<file path="src/bbe_pkg.sv">
// Shared types, sizes and the reciprocal table of the edge-aware 3x3 box blur.
// No dependencies; every other file of the block imports this package.
package bbe_pkg;

	localparam int MAX_WIDTH  = 1024;
	localparam int MAX_HEIGHT = 4096;

	localparam int PIX_W      = 8;
	localparam int CHAN_N     = 3;
	localparam int WIN_SIDE   = 3;
	localparam int WIN_N      = WIN_SIDE * WIN_SIDE;

	localparam int WIDTH_REG_W  = 11;
	localparam int HEIGHT_REG_W = 13;
	localparam int CFG_IDX_W    = 2;
	localparam int CFG_DATA_W   = 13;

	localparam int COL_W  = $clog2(MAX_WIDTH);
	localparam int OROW_W = $clog2(MAX_HEIGHT);
	localparam int ROW_W  = $clog2(MAX_HEIGHT + 2);

	localparam int SUM_W       = $clog2(WIN_N * ((1 << PIX_W) - 1) + 1);
	localparam int NUM_W       = SUM_W + 1;
	localparam int CNT_W       = $clog2(WIN_N + 1);
	localparam int RECIP_SHIFT = 18;
	localparam int RECIP_W     = 18;

	localparam logic [WIDTH_REG_W-1:0]  WIDTH_RESET  = WIDTH_REG_W'(640);
	localparam logic [HEIGHT_REG_W-1:0] HEIGHT_RESET = HEIGHT_REG_W'(480);

	localparam logic [CFG_IDX_W-1:0] REG_IMAGE_WIDTH  = CFG_IDX_W'(0);
	localparam logic [CFG_IDX_W-1:0] REG_IMAGE_HEIGHT = CFG_IDX_W'(1);

	typedef struct packed {
		logic [PIX_W-1:0] red;
		logic [PIX_W-1:0] green;
		logic [PIX_W-1:0] blue;
	} bbe_pixel_t;

	typedef struct packed {
		bbe_pixel_t above;
		bbe_pixel_t middle;
	} bbe_line_t;

	typedef struct packed {
		logic valid;
		logic frame_end;
	} bbe_stage_t;

	// ceil(2^18 / (2n)): exact floor division of (2*sum + n) for sums of up to nine pixels
	function automatic logic [RECIP_W-1:0] recip(input logic [CNT_W-1:0] n);
		logic [RECIP_W-1:0] m;
		case (n)
			CNT_W'(1): m = RECIP_W'(131072);
			CNT_W'(2): m = RECIP_W'(65536);
			CNT_W'(3): m = RECIP_W'(43691);
			CNT_W'(4): m = RECIP_W'(32768);
			CNT_W'(6): m = RECIP_W'(21846);
			CNT_W'(9): m = RECIP_W'(14564);
			default:   m = '0;
		endcase
		return m;
	endfunction

endpackage

</file>
<file path="src/bbe_lane.sv">
// One color channel of the box blur: masked 3x3 sum, rounding numerator, and the
// reciprocal multiply that divides by the neighbor count. Uses bbe_pkg.
module bbe_lane (
	input  logic                                          clk,
	input  logic                                          load,
	input  logic [bbe_pkg::WIN_N-1:0][bbe_pkg::PIX_W-1:0] pix,
	input  logic [bbe_pkg::WIN_N-1:0]                     keep,
	input  logic [bbe_pkg::CNT_W-1:0]                     cnt,
	input  logic [bbe_pkg::RECIP_W-1:0]                   recip_s3,
	output logic [bbe_pkg::PIX_W-1:0]                     quot
);
	import bbe_pkg::*;

	logic [SUM_W-1:0]         sum;
	logic [NUM_W-1:0]         num;
	logic [NUM_W-1:0]         num_s3;
	logic [NUM_W+RECIP_W-1:0] prod;

	always_comb begin
		sum = '0;
		for (int i = 0; i < WIN_N; i++) begin
			if (keep[i]) begin
				sum = sum + SUM_W'(pix[i]);
			end
		end
		// 2*sum + n rounds half up once divided by 2n
		num = {sum, 1'b0} + NUM_W'(cnt);
	end

	always_ff @(posedge clk) begin
		if (load) begin
			num_s3 <= num;
		end
	end

	assign prod = {{RECIP_W{1'b0}}, num_s3} * {{NUM_W{1'b0}}, recip_s3};
	assign quot = prod[RECIP_SHIFT +: PIX_W];

endmodule

</file>
<file path="config.mk">
export PLATFORM = sky130hd
export DESIGN_NAME = bbe_lane
export DESIGN_NICKNAME = d
export VERILOG_FILES = /design/src/bbe_pkg.sv /design/src/bbe_lane.sv
export SDC_FILE = /design/constraint.sdc
export NUM_CORES = 1
export LEC_CHECK = 0
export BUFFER_PORTS_ARGS = -buffer_cell sky130_fd_sc_hd__buf_2
export CORE_MARGIN = 3
export CORE_UTILIZATION = 40
export DETAILED_ROUTE_END_ITERATION = 8
export SLEW_MARGIN = 30
export SYNTH_ARGS = -nofsm -noshare
export SYNTH_HDL_FRONTEND = slang
export SYNTH_SLANG_ARGS = --single-unit
</file>
<file path="constraint.sdc">
create_clock -name clk -period 18.5 [get_ports clk]
set_input_delay 0 -clock clk [delete_from_list [all_inputs] [get_ports clk]]
set_output_delay 0 -clock clk [all_outputs]
set_load 0.1 [all_outputs]
</file>
==> impl_results.md <==
* Initial antenna violation count at 2
* Largest registers: num_s3: 13 flops
* I/O Pins at 113
* Area growth, synth to finish at 7.92%
* Slowest CP cell: fa_1
* Tightest Pin Transition at 883 ps
* Max-Cap Viols at 0
* PortBufs at 112
* Top cells by count, synth: 207 x inv_1, 202 x nand2_1, 176 x fa_1
* Post-route minimum period at a little under 10000 ps
* H-tree Lvls at 1
* Pin count of the biggest net entering global routing at 21
* Most common flop cell mapped by yosys: edfxtp_1
* Ys Warns at 0
* RD Place Congestion at 0.859
* Root Driver: clkbuf_16
* CP Launch Type: primary input
* Final Hold Vio Count at 0
* Setup bufs post-CTS at 0
* Clk pin slew, worst setup/hold paths at 50 ps
* Fmax at roughly 100 MHz
* WP data required at 18490 ps
* Critical Path Fanout Max at 10
* Vias at roughly 9000
* Initial cell density of the core at between 40 and 50%
* Number of synthesized flops with an enable pin at 13
* Relative slew margins at 41.1%
* Crit end category: flip-flop
* Worst hold endpoint: num_s3[1]
* Global Route Usage Sum at a little under a fifth
* Top-count cell post-synth: inv_1
* Largest register FFs at 13
* Layout cells sized above 1 at about an eighth
* Iter 0 DRT Violations at 304
* Die Span Y at roughly 170 um
* Core Region at 0.0265 mm^2
* Synth Instances at 1309
* WL per Instance at roughly 15 um
* Register area share after synthesis at between 3 and 4%
* Hold Path Origin: cnt[1]
* Synth area leader: fa_1
* Period utilisation layout at a little over half
* Die area at ~0.029 mm^2
* Slowest stage delay, CP at roughly 400 ps
* Top cell by count, worst path: ha_1
* Cell Area, Synth at about 0.011 mm^2
* CTS tree: built
* Detail Placement HPWL at roughly 22000 um
* Biggest register: num_s3
* Num rows at between 50 and 60
* Max Slew Vio Count at 0
* Post_cts resized at 0
* Crit path arrival time at slightly below 10000 ps
* Hold path depth at 2
* Grt ovf at 0
* Residual DRC at 0
* Bufs on Longest Clock Path at 2
* WL final at approximately 26000 um
* DR vias/cell at 5.16
* Yosys top cell area share at 32.1%
* Total CTS buffers at 3
* Clk sinks at 13
* Finish-stage setup viols at 0
* DR pass1 iterations at 4
* Synthesis-stage register bit count at 13
* Hold Crit Class: primary input to flip-flop
* First-pass GRT wire length at roughly 44000 um
* RSZ-0062 raised after global routing: false
* Final instance area at approximately 0.012 mm^2
* Synth Net Count at 1708
* WS Path Type: primary input to flip-flop
* Status: finished, final reports clean
* Antenna cells at 0
* Cell variety after synth at between 80 and 90
* Most area-consuming cells after synthesis: fa_1 32%, ha_1 13%, inv_1 7.1%, nand2_1 6.9%, and2_1 4.7%
* Setup TNS Final at 0 ps
* Fin nets at approximately 1800
* Placed cell areas at approximately 0.012 mm^2
* Vias in the first global route at ~9300
* DIE WIDTH at 172 um
* Mapped Avg Cell Area at about 8.4 um^2
* Hold_buf cts at 1
* Post-synthesis async set-or-reset flop share at 0%
* # fillers at roughly 2600
* Routed Antenna Nets at 0
==> worst max path at each step <==
stage                  from          to  cells after the start
global route        keep[0]  num_s3[12]                     53
finish              keep[0]  num_s3[12]                     53
detailed placement  keep[0]  num_s3[12]                     53
floorplan           keep[0]  num_s3[12]                     51
CTS                 keep[0]  num_s3[12]                     53
global placement    keep[0]  num_s3[12]                     51
==> critical path, delay by kind of cell <==
family                     cells  cell delay [ps]
and+or+nand+nor               12             1830
xor gates and xnor gates       5              760
muxes                          2              360
buffers and inverters          3              300
AOI/OAI and AO/OA             22             3670
adders and majority gates      9             2950
==> cell families (layout without fill, tap and decap cells) <==
logic type | count (synthesis) | count (layout) | synth area share (%)
buf+inv | 257 | 324 | 8.92
mux | 29 | 29 | 2.85
simple gates | 416 | 416 | 18.1
fa+ha+maj | 295 | 295 | 45.7
xor+xnor | 69 | 69 | 6.26
flops | 13 | 13 | 3.56
compound gates | 230 | 230 | 14.6
==> layer usage <==
layer | track usage [%] | part of all wire [%] | vias to the layer above
met5 | 0 | 0.063 | -
met4 | 1.40 | 0.53 | 4
met3 | 1.06 | 2.6 | 17
met2 | 33.1 | 50 | 119
met1 | 24.6 | 47 | 4325
li1 | - | - | 4368
==> cell type report <==
class | count | area (um^2) | area share (%)
clock inverter | 1 | 5.00 | 0.0423
sequential | 13 | 390 | 3.30
clock buffer | 3 | 75.1 | 0.634
timing repair buffer | 113 | 571 | 4.82
tap | 335 | 419 | 3.54
multi-input combinational | 1039 | 9600 | 81.1
inverter | 207 | 777 | 6.57
==> metrics by stage <==
stage               setup slack (ps)  std cells  hold slack, ps  utilization [%]
global placement                8700       1706             181             44.3
finish                          8630       1711            89.1             44.7
floorplan                       9570       1309            98.9                -
CTS                             8630       1711            82.3             44.7
detailed placement              8430       1706             183             44.3
global route                    7770       1711            83.0             44.7
==> layout by cell type, fill, tap and decap left out, types with 3 or more instances in the layout <==
master     count
o21ai_1        8
o31a_1         3
ha_1         118
nand3_1       16
o21a_1        15
and2_1        83
a211oi_1      10
nand2b_1      13
o21ai_0       47
a21oi_2        5
buf_2        112
nor2b_1       12
a21oi_1       55
xnor2_2        4
nor2_1        47
a31o_2         3
a41o_1         3
a22oi_1        3
nand3b_1       5
nor3_1        12
mux2i_1       11
inv_1        207
clkbuf_16      3
and3_1         3
fa_1         176
a211o_1        4
o31ai_2        3
xnor2_1       44
nand4_1        4
xor2_1        17
a21o_1        24
o21bai_1       7
a41oi_1        4
nand2_1      202
o31ai_1        3
edfxtp_1      13
mux2_2        18
Power is not shown: default switching activity piles up to over one toggle a cycle in this logic, so the estimate is an artifact.
