==> config.mk <==
export PLATFORM = sky130hd
export DESIGN_NAME = bbe_merge
export DESIGN_NICKNAME = d
export VERILOG_FILES = /design/src/bbe_pkg.sv /design/src/bbe_merge.sv
export SDC_FILE = /design/constraint.sdc
export NUM_CORES = 1
export LEC_CHECK = 0
export BUFFER_PORTS_ARGS = -buffer_cell sky130_fd_sc_hd__buf_2
export CORE_UTILIZATION = 35
export DETAILED_ROUTE_END_ITERATION = 7
export PLACE_DENSITY = 0.73
export SLEW_MARGIN = 40
export SYNTH_ARGS = -nofsm -noshare
export SYNTH_HDL_FRONTEND = slang
export SYNTH_SLANG_ARGS = --single-unit
==> constraint.sdc <==
create_clock -name clk -period 0.9 [get_ports clk]
set_input_delay 0.225 -clock clk [delete_from_list [all_inputs] [get_ports clk]]
set_output_delay 0.225 -clock clk [all_outputs]
set_load 0.01 [all_outputs]
==> src/bbe_pkg.sv <==
// Shared types, sizes and the reciprocal table of the edge-aware 3x3 box blur.
// No dependencies; every other file of the block imports this package.
package bbe_pkg;

	localparam int MAX_WIDTH  = 1024;
	localparam int MAX_HEIGHT = 4096;

	localparam int PIX_W      = 8;
	localparam int CHAN_N     = 3;
	localparam int WIN_SIDE   = 3;
	localparam int WIN_N      = WIN_SIDE * WIN_SIDE;

	localparam int WIDTH_REG_W  = 11;
	localparam int HEIGHT_REG_W = 13;
	localparam int CFG_IDX_W    = 2;
	localparam int CFG_DATA_W   = 13;

	localparam int COL_W  = $clog2(MAX_WIDTH);
	localparam int OROW_W = $clog2(MAX_HEIGHT);
	localparam int ROW_W  = $clog2(MAX_HEIGHT + 2);

	localparam int SUM_W       = $clog2(WIN_N * ((1 << PIX_W) - 1) + 1);
	localparam int NUM_W       = SUM_W + 1;
	localparam int CNT_W       = $clog2(WIN_N + 1);
	localparam int RECIP_SHIFT = 18;
	localparam int RECIP_W     = 18;

	localparam logic [WIDTH_REG_W-1:0]  WIDTH_RESET  = WIDTH_REG_W'(640);
	localparam logic [HEIGHT_REG_W-1:0] HEIGHT_RESET = HEIGHT_REG_W'(480);

	localparam logic [CFG_IDX_W-1:0] REG_IMAGE_WIDTH  = CFG_IDX_W'(0);
	localparam logic [CFG_IDX_W-1:0] REG_IMAGE_HEIGHT = CFG_IDX_W'(1);

	typedef struct packed {
		logic [PIX_W-1:0] red;
		logic [PIX_W-1:0] green;
		logic [PIX_W-1:0] blue;
	} bbe_pixel_t;

	typedef struct packed {
		bbe_pixel_t above;
		bbe_pixel_t middle;
	} bbe_line_t;

	typedef struct packed {
		logic valid;
		logic frame_end;
	} bbe_stage_t;

	// ceil(2^18 / (2n)): exact floor division of (2*sum + n) for sums of up to nine pixels
	function automatic logic [RECIP_W-1:0] recip(input logic [CNT_W-1:0] n);
		logic [RECIP_W-1:0] m;
		case (n)
			CNT_W'(1): m = RECIP_W'(131072);
			CNT_W'(2): m = RECIP_W'(65536);
			CNT_W'(3): m = RECIP_W'(43691);
			CNT_W'(4): m = RECIP_W'(32768);
			CNT_W'(6): m = RECIP_W'(21846);
			CNT_W'(9): m = RECIP_W'(14564);
			default:   m = '0;
		endcase
		return m;
	endfunction

endpackage

==> src/bbe_merge.sv <==
// Output stage of the box blur: joins the three channel quotients and the frame-end
// flag into one result and holds it until the master side takes the transfer. Uses bbe_pkg.
module bbe_merge (
	input  logic                                           clk,
	input  logic                                           arst_n,
	input  bbe_pkg::bbe_stage_t                            ctrl_s3,
	input  logic [bbe_pkg::CHAN_N-1:0][bbe_pkg::PIX_W-1:0] quot,
	output logic                                           load_ok,
	output logic                                           m_axis_tvalid,
	input  logic                                           m_axis_tready,
	output logic [bbe_pkg::CHAN_N*bbe_pkg::PIX_W-1:0]      m_axis_tdata,
	output logic                                           m_axis_tlast
);
	import bbe_pkg::*;

	logic                          valid_q;
	logic [CHAN_N*PIX_W-1:0]       data_q;
	logic                          last_q;

	assign load_ok = !valid_q || m_axis_tready;

	always_ff @(posedge clk or negedge arst_n) begin
		if (!arst_n) begin
			valid_q <= 1'b0;
		end else if (load_ok) begin
			valid_q <= ctrl_s3.valid;
		end
	end

	always_ff @(posedge clk) begin
		if (load_ok) begin
			data_q <= quot;
			last_q <= ctrl_s3.frame_end;
		end
	end

	assign m_axis_tvalid = valid_q;
	assign m_axis_tdata  = data_q;
	assign m_axis_tlast  = last_q;

endmodule

==> results of run 1 <==
cell usage in the layout (no fill, tap or decap), drive strengths merged:
master	count
clkbuf	5
nand2b	2
edfxtp	25
dfrtp	1
dlygate4sd3	1
buf	60
what timing repair did:
action | in CTS | in global routing
gates cloned | 0 | 1
resized for setup | 1 | 1
endpoints found under the setup margin | 51 | 53
buffers inserted | 1 | 0
hold buffers | 1 | 0
endpoints found under the hold margin | 1 | 0
routing by layer:
layer | GRT usage (%) | vias to the layer above | routed length (um)
met2 | 23.2 | 36 | 749
met4 | 7.14 | 0 | 9
met1 | 12.8 | 222 | 534
met3 | 3.70 | 2 | 166
li1 | - | 243 | -
met5 | 0 | - | 0
cell families after synthesis:
group / after synthesis
and+or+nand+nor: 2
DFF: 26
path summary, 6_finish.rpt:
path / startpoint / endpoint / slack (ps)
min: quot[14] / m_axis_tdata[14]$_DFFE_PP_ / 80
max: m_axis_tvalid$_DFFE_PN0P_ / load_ok / -230
max in group asynchronous: arst_n / m_axis_tvalid$_DFFE_PN0P_ / 610
min reg2reg: m_axis_tvalid$_DFFE_PN0P_ / m_axis_tdata[14]$_DFFE_PP_ / 800
max reg2reg: m_axis_tvalid$_DFFE_PN0P_ / m_axis_tdata[22]$_DFFE_PP_ / -200
min in group asynchronous: arst_n / m_axis_tvalid$_DFFE_PN0P_ / 210
stage by stage:
| step | setup WS, ps | utilization (%) |
|---|---|---|
| finish | -232 | 60.3 |
| floorplan | -125 | - |
| detailed placement | -61.5 | 56.3 |
| global route | -275 | 60.3 |
| CTS | -244 | 58.8 |
| global placement | -58.1 | 56.3 |
power groups by stage:
stage | combinational (mW) | clock (mW) | sequential (mW)
after floorplan | 0.0309 | 0 | 1.52
after global placement | 0.248 | 0 | 1.47
after detailed placement | 0.252 | 0 | 1.47
after CTS | 0.266 | 0.493 | 1.44
after global routing | 0.301 | 0.532 | 1.45
final | 0.281 | 0.475 | 1.44
layout make-up:
type                            count  area (um2)
Multi-Input combinational cell      2        22.5
Timing Repair Buffer               62         373
Clock buffer                        4        26.3
Tap cell                           27        33.8
Fill cell                         170         811
Sequential cell                    26         776
state kept, by name (all words and copies together) (netlist names):
| signal | count |
|---|---|
| m_axis_tvalid | 1 |
| m_axis_tdata | 24 |
| m_axis_tlast | 1 |
critical path, delay by kind of cell (launching register included):
family        cells  cell delay (ps)
flops             1              420
buf+inv           1              100
simple gates      1               90
==> impl_metrics.csv, run 1 <==
group,metric,value,unit
yosys,synth_top_family_by_area,"simple AND/OR/NAND/NOR gates",
yosys,yosysMostFrequentCell,"edfxtp_1",
pwr,switching_share,20.6,%
worst_setup_path,cp.arrival,910,ps
drt,wl,1.46,mm
yosys,netlist_area,798,um2
job,drv_cap,0,
worst_setup_path,r2r_cells,3,
yosys,synth-seq-cells,26,
yosys,synth_top_flop_cell,"edfxtp_1",
global_routing,grt_pass1_wl,2.23,mm
drt,dr.first_iter.drc_count,4,
sta,clock_skew,4.42,ps
yosys,synth_common_cells,"25 x edfxtp_1, 1 x dfrtp_1, 1 x nand2b_2, 1 x nand2b_4",
sta,setup_ws,-232,ps
die,num_rows,16,
cts,clock_path_buffers,2,
cts,cts-root-buf,"clkbuf_4",
sta,period_share,126,%
sta,worst-slew-pin-transition,127,ps
global_routing,antenna_found_initial,0,
pwr,p_sw,453,uW
worst_setup_path,critPathRequiredTime,670,ps
worst_setup_path,path_cells,"nand2b_4, buf_6",
sta,fin_tns_setup,-8670,ps
global_routing,grt_overflow,0,
layout,fin_area,1230,um2
yosys,postSynthCellCount,28,
layout,layout.nets,124,
drt,dr.pass1.iters,3,
yosys,synth_edf_count,25,
pwr,ir_worst_vdd,1.19,mV
cts,worst_skew_pair.late_latency,300,ps
die,initial_core_util,39.1,%
cts,cts_tree,"built",
drt,viasPerCell,4.16,
layout,instances_no_fill,121,
yosys,synthMuxAreaShare,0,%
yosys,synth_top_area_share,94.0,%
placed_design,dp_cells,114,
yosys,synthArstFlopShare,3.85,%
pwr,combPwrFrac,12.8,%
pwr,clock_power_share,21.6,%
pwr,powerDensity,1790,nW/um2
pwr,p_int,1.75,mW
hold_path,hold_path.class,"input port to register",
sta,fin_crit,1130,ps
sta,max_freq,883,MHz
yosys,avgSynthCellArea,28.5,um2
worst_setup_path,cp-end-kind,"output port",
hold_path,min_path_cells,1,
sta,max-slew-margin-rel,91.5,%
sta,rsz0062_at_grt,"true",
yosys,yosys.area_share.simple,2.82,%
drt,postRouteAntennaNets,0,
drt,vias,503,
pwr,power,2.20,mW
sta,fin_hold_ws,84.9,ps
run_status,status,"complete, but fails checks",
yosys,ys_seq_area_share,97.2,%
drt,wire_per_inst,12.1,um
sta,slew_violations,0,
yosys,synth_compound_area_share,0,%
yosys,yosys-top-cells-area,"edfxtp_1 94%, dfrtp_1 3.1%, nand2b_4 1.7%, nand2b_2 1.1%",
worst_setup_path,start_kind,"register",
global_routing,grt_pass1_vias,524,
yosys,synthAdderAreaFrac,0,%
placed_design,gp_congestion,0.691,
global_routing,grt_start_max_net_pins,17,
worst_setup_path,worstPathMaxFanout,2,
cts,cts_made_buffers,3,
cts,cts.clk_slew.worst_paths,130,ps
yosys,synthXorXnorAreaFrac,0,%
pwr,p_leak,0.554,nW
yosys,synth_top_cell_by_area,"edfxtp_1",
yosys,synth_cell_type_count,4,
run_status,violations,"negative setup slack",
pwr,pwr-share-seq,65.6,%
global_routing,grtUsageTotal,12.8,%
cts,htreeDepth,1,
placed_design,place_area,1150,um2
cts,cts.sinks,26,
die,coreArea,2040,um2
sta,hold_viol,0,
yosys,ys.warnings.count,0,
placed_design,io_buffers,55,
die,die-width,49.8,um
die,pin_count,56,
worst_setup_path,worst_path_largest_cell_delay,420,ps
layout,area_delta_synth_final,54.2,%
worst_setup_path,criticalPathCategory,"register to output port",
drt,drc,0,
worst_setup_path,crit_slowest_cell,"dfrtp_1",
sta,setup_violations,53,
yosys,synth_fp_nets,57,
layout,drive_above_1_share,70.2,%
die,fp.dieArea,2480,um2
die,die_h,49.8,um
layout,insertedDiodeCount,0,
Power figures use the tool's default switching activity.
==> run 2, diff against run 1 <==
- CORE_UTILIZATION: 35 -> 37
- CTS_BUF_LIST: unset -> sky130_fd_sc_hd__clkbuf_8
- MAX_ROUTING_LAYER: unset -> met4
- PLACE_DENSITY: 0.73 -> 0.76
==> impl_metrics.csv, run 2 (same netlist as run 1, synthesis figures left out) <==
group,metric,value,unit
global_routing,grtUsageTotal,10.9,%
die,num_rows,16,
worst_setup_path,crit_slowest_cell,"dfrtp_1",
sta,worst-slew-pin-transition,120,ps
worst_setup_path,worstPathMaxFanout,2,
drt,viasPerCell,4.06,
placed_design,gp_congestion,0.692,
pwr,p_sw,455,uW
worst_setup_path,worst_path_largest_cell_delay,410,ps
pwr,p_leak,0.549,nW
worst_setup_path,rrSetupSlack,-160,ps
die,fp.dieArea,2350,um2
pwr,powerDensity,1960,nW/um2
cts,cts_made_buffers,3,
die,coreArea,2000,um2
global_routing,antenna_found_initial,0,
placed_design,place_area,1150,um2
pwr,ir_worst_vdd,1.41,mV
sta,max_freq,931,MHz
worst_setup_path,cp.arrival,850,ps
pwr,clock_power_share,29.2,%
layout,insertedDiodeCount,0,
global_routing,grt_pass1_wl,1.81,mm
pwr,pwr-share-seq,60.0,%
pwr,switching_share,18.9,%
worst_setup_path,criticalPathCategory,"register to output port",
layout,final_cell_mix,"54 x buf_2, 25 x edfxtp_1, 4 x clkbuf_8",
layout,final_common_cell,"buf_2",
hold_path,hold_path.class,"input port to register",
layout,fin_area,1230,um2
placed_design,dp_cells,112,
cts,cts.clk_slew.worst_paths,80,ps
pwr,p_int,1.95,mW
run_status,status,"complete, but fails checks",
layout,instances_no_fill,118,
drt,wl,1.26,mm
sta,period_share,119,%
die,die_h,48.5,um
cts,cts_tree,"built",
job,drv_cap,0,
cts,clock_path_buffers,2,
die,die-width,48.5,um
placed_design,io_buffers,55,
worst_setup_path,cp-endpoint,"load_ok",
layout,drive_above_1_share,70.3,%
sta,slew_violations,0,
sta,hold_viol,0,
worst_setup_path,r2r_start,"m_axis_tvalid$_DFFE_PN0P_",
pwr,combPwrFrac,10.8,%
layout,fillers,161,
drt,dr.first_iter.drc_count,1,
layout,layout.nets,121,
sta,clock_skew,1.81,ps
worst_setup_path,cp-end-kind,"output port",
worst_setup_path,startpoint,"m_axis_tvalid$_DFFE_PN0P_",
sta,rsz0062_at_grt,"true",
die,pin_count,56,
cts,cts-root-buf,"clkbuf_8",
layout,final_core_util,61.3,%
drt,vias,479,
worst_setup_path,r2r_cells,3,
worst_setup_path,path_cells,"nand2b_4, buf_6",
layout,largest_reg_flops,24,
run_status,violations,"negative setup slack",
drt,postRouteAntennaNets,0,
worst_setup_path,reg2reg_to,"m_axis_tdata[5]$_DFFE_PP_",
sta,max-slew-margin-rel,92.0,%
cts,htreeDepth,1,
pwr,power,2.40,mW
cts,worst_skew_pair.late_latency,260,ps
drt,wire_per_inst,10.7,um
layout,area_delta_synth_final,53.6,%
worst_setup_path,critPathRequiredTime,670,ps
sta,setup_violations,52,
die,initial_core_util,39.9,%
drt,drc,0,
global_routing,grt_pass1_vias,423,
sta,setup_ws,-175,ps
placed_design,pre_cts_slack,-48.4,ps
global_routing,grt_overflow,0,
sta,fin_crit,1070,ps
cts,cts.sinks,26,
worst_setup_path,start_kind,"register",
global_routing,grt_start_max_net_pins,15,
drt,dr.pass1.iters,3,
-- run 2: routing by layer --
| layer | routed length (um) | track usage (%) |
|---|---|---|
| met4 | 0 | 4.41 |
| met1 | 482 | 11.0 |
| met2 | 651 | 19.2 |
| met5 | 0 | - |
| met3 | 125 | 3.77 |
-- run 2: worst min-delay path by stage --
stage          startpoint                    endpoint  slack [ps]  cells after the start
2_1_floorplan      arst_n   m_axis_tvalid$_DFFE_PN0P_         -70                      0
3_3_place_gp       arst_n   m_axis_tvalid$_DFFE_PN0P_       -0.09                      1
3_5_place_dp       arst_n   m_axis_tvalid$_DFFE_PN0P_           3                      1
4_1_cts          quot[22]  m_axis_tdata[22]$_DFFE_PP_         130                      1
5_1_grt           quot[3]   m_axis_tdata[3]$_DFFE_PP_         120                      1
6_report         quot[22]  m_axis_tdata[22]$_DFFE_PP_         140                      1
-- run 2: timing repair --
item / CTS / global route
hold buffers: 1 / 0
endpoints found under the setup margin: 52 / 52
gates resized for setup: 1 / 0
pin swaps: 0 / 0
buffers inserted: 1 / 0
hold endpoints to repair: 1 / 0
-- run 2: through the flow --
stage | hold slack (ps) | setup TNS, ps
6_report | 137 | -6340
5_1_grt | 123 | -8010
4_1_cts | 128 | -6710
3_5_place_dp | 3.33 | -1150
3_3_place_gp | -0.0858 | -901
2_1_floorplan | -70.6 | -3140
-- run 2: power by group through the flow --
stage / combinational, mW / sequential, mW / clock (mW)
after detailed placement: 0.250 / 1.47 / 0
final: 0.260 / 1.44 / 0.702
after floorplan: 0.0309 / 1.52 / 0
after CTS: 0.263 / 1.44 / 0.733
after global placement: 0.246 / 1.47 / 0
after global routing: 0.278 / 1.45 / 0.768
-- run 2: layout make-up --
type	count	area (um2)	area share, %
clock buffers	4	55.1	4.49
repair buffers	59	339	27.7
flip-flops and latches	26	776	63.3
well taps	27	33.8	2.76
multi-input cells	2	22.5	1.84
-- run 2: worst max-delay path: cells and delay by family (launching register included) --
kind / cells / cell delay [ps]
buffers and inverters: 1 / 100
and+or+nand+nor: 1 / 80
DFF: 1 / 410
==> run 3, diff against run 2 <==
- CORE_UTILIZATION: 37 -> 44
- PLACE_DENSITY: 0.76 -> 0.85
- clock period: 0.9 -> 1.31 ns (I/O delays scaled with it)
==> impl_metrics.csv, run 3 (same netlist as run 1, synthesis figures left out) <==
group,metric,value,unit
run_status,status,"finished, final reports clean",
cts,cts_made_buffers,3,
layout,drive_above_1_share,69.7,%
placed_design,io_buffers,55,
cts,cts_tree,"built",
die,coreArea,1710,um2
worst_setup_path,worstPathMaxFanout,2,
drt,dr.pass1.iters,4,
worst_setup_path,rrSetupSlack,330,ps
placed_design,gp_congestion,0.702,
pwr,powerDensity,1470,nW/um2
global_routing,grt_overflow,0,
worst_setup_path,cp.arrival,890,ps
cts,worst_skew_pair.late_latency,260,ps
sta,max-slew-margin-rel,90.9,%
cts,cts-root-buf,"clkbuf_8",
layout,final_cell_mix,"55 x buf_2, 25 x edfxtp_1, 3 x clkbuf_8",
layout,insertedDiodeCount,0,
worst_setup_path,critPathRequiredTime,980,ps
drt,dr.first_iter.drc_count,11,
hold_path,hp-start,"quot[13]",
die,fp.dieArea,1990,um2
sta,fin_tns_setup,0,ps
die,die_h,44.6,um
worst_setup_path,worst_path_largest_cell_delay,410,ps
global_routing,grt_pass1_vias,400,
die,pin_count,56,
cts,cts.sinks,26,
sta,clock_skew,6.73,ps
hold_path,min_path_cells,1,
layout,final_common_cell,"buf_2",
global_routing,grt_start_max_net_pins,27,
layout,largest_reg_flops,24,
sta,slew_violations,0,
layout,layout.nets,119,
worst_setup_path,reg2reg_to,"m_axis_tdata[14]$_DFFE_PP_",
sta,fin_hold_ws,236,ps
layout,area_delta_synth_final,51.1,%
drt,viasPerCell,4.26,
drt,routed.top_layer,"met4",
global_routing,antenna_found_initial,0,
drt,wl_met2,631,um
drt,wl,1.18,mm
worst_setup_path,cp-end-kind,"output port",
sta,setup_violations,0,
pwr,ir_worst_vdd,1.04,mV
drt,postRouteAntennaNets,0,
job,drv_cap,0,
worst_setup_path,path_cells,"nand2b_4, buf_2",
die,initial_core_util,46.7,%
sta,hold_viol,0,
hold_path,hold_path.class,"input port to register",
sta,period_share,92.7,%
global_routing,grtUsageTotal,13.4,%
worst_setup_path,cp_num_buf_inv,1,
worst_setup_path,critical-path-top-delay-family,"flip-flops",
worst_setup_path,r2r_cells,2,
drt,dr_wl_met3,118,um
drt,vias,486,
worst_setup_path,start_kind,"register",
hold_path,hold_end,"m_axis_tdata[13]$_DFFE_PP_",
cts,clock_path_buffers,2,
die,die-width,44.6,um
sta,max_freq,823,MHz
die,num_rows,15,
worst_setup_path,crit_slowest_cell,"dfrtp_1",
pwr,p_leak,0.539,nW
drt,drc,0,
cts,htreeDepth,1,
sta,rsz0062_at_grt,"false",
worst_setup_path,criticalPathCategory,"register to output port",
drt,wl_met1,425,um
sta,worst-slew-pin-transition,136,ps
cts,cts.clk_slew.worst_paths,80,ps
drt,wire_per_inst,10.4,um
global_routing,grt_pass1_wl,1.72,mm
worst_setup_path,r2r_start,"m_axis_tvalid$_DFFE_PN0P_",
cts,cts_setup_buffers,0,
sta,fin_crit,1210,ps
run 3: cell types whose count changed in the layout (fill, tap and decap cells not counted), sizes merged:
cell,change
bufinv,+1
clkbuf,-1
buf,-2
run 3: final cells by class:
type | instances | area [um2]
Multi-Input combinational cell | 2 | 22.5
Clock buffer | 3 | 41.3
Fill cell | 103 | 502
Sequential cell | 26 | 776
Timing Repair Buffer | 57 | 305
Tap cell | 25 | 31.3
Clock inverter | 1 | 30.0
run 3: how the worst max path moves through the flow:
stage | from | to | slack (ps) | depth (start not counted)
2_1_floorplan | m_axis_tvalid$_DFFE_PN0P_ | m_axis_tdata[0]$_DFFE_PP_ | 280 | 1
3_3_place_gp | m_axis_tready | load_ok | 290 | 3
3_5_place_dp | m_axis_tready | load_ok | 280 | 3
4_1_cts | m_axis_tvalid$_DFFE_PN0P_ | load_ok | 80 | 2
5_1_grt | m_axis_tvalid$_DFFE_PN0P_ | load_ok | 50 | 2
6_report | m_axis_tvalid$_DFFE_PN0P_ | load_ok | 100 | 2
run 3: repair_timing:
item,4_1_cts,5_1_grt
gates resized for setup,0,0
hold endpoints to repair,1,0
hold buffers,1,0
run 3: metal layers:
metal | vias to the layer above | GRT usage, %
met4 | 0 | 7.27
met5 | - | -
met1 | 218 | 14.0
li1 | 231 | -
met3 | 2 | 4.90
met2 | 35 | 21.8
run 3: per-stage QoR:
stage          total power, mW  instances  utilization, %  setup slack, ps  instance area (um2)
2_1_floorplan             1.07         28               -              285                  798
3_3_place_gp              1.17        109            65.9              287                 1120
3_5_place_dp              1.17        109            65.9              280                 1120
4_1_cts                   1.80        114            70.6             81.0                 1210
5_1_grt                   1.86        114            70.6             47.5                 1210
6_report                  1.78        114            70.6             95.0                 1210
run 3: report_power, final:
part           internal, mW  switching [mW]
clock                 0.408           0.217
combinational        0.0805          0.0804
sequential            0.978          0.0140
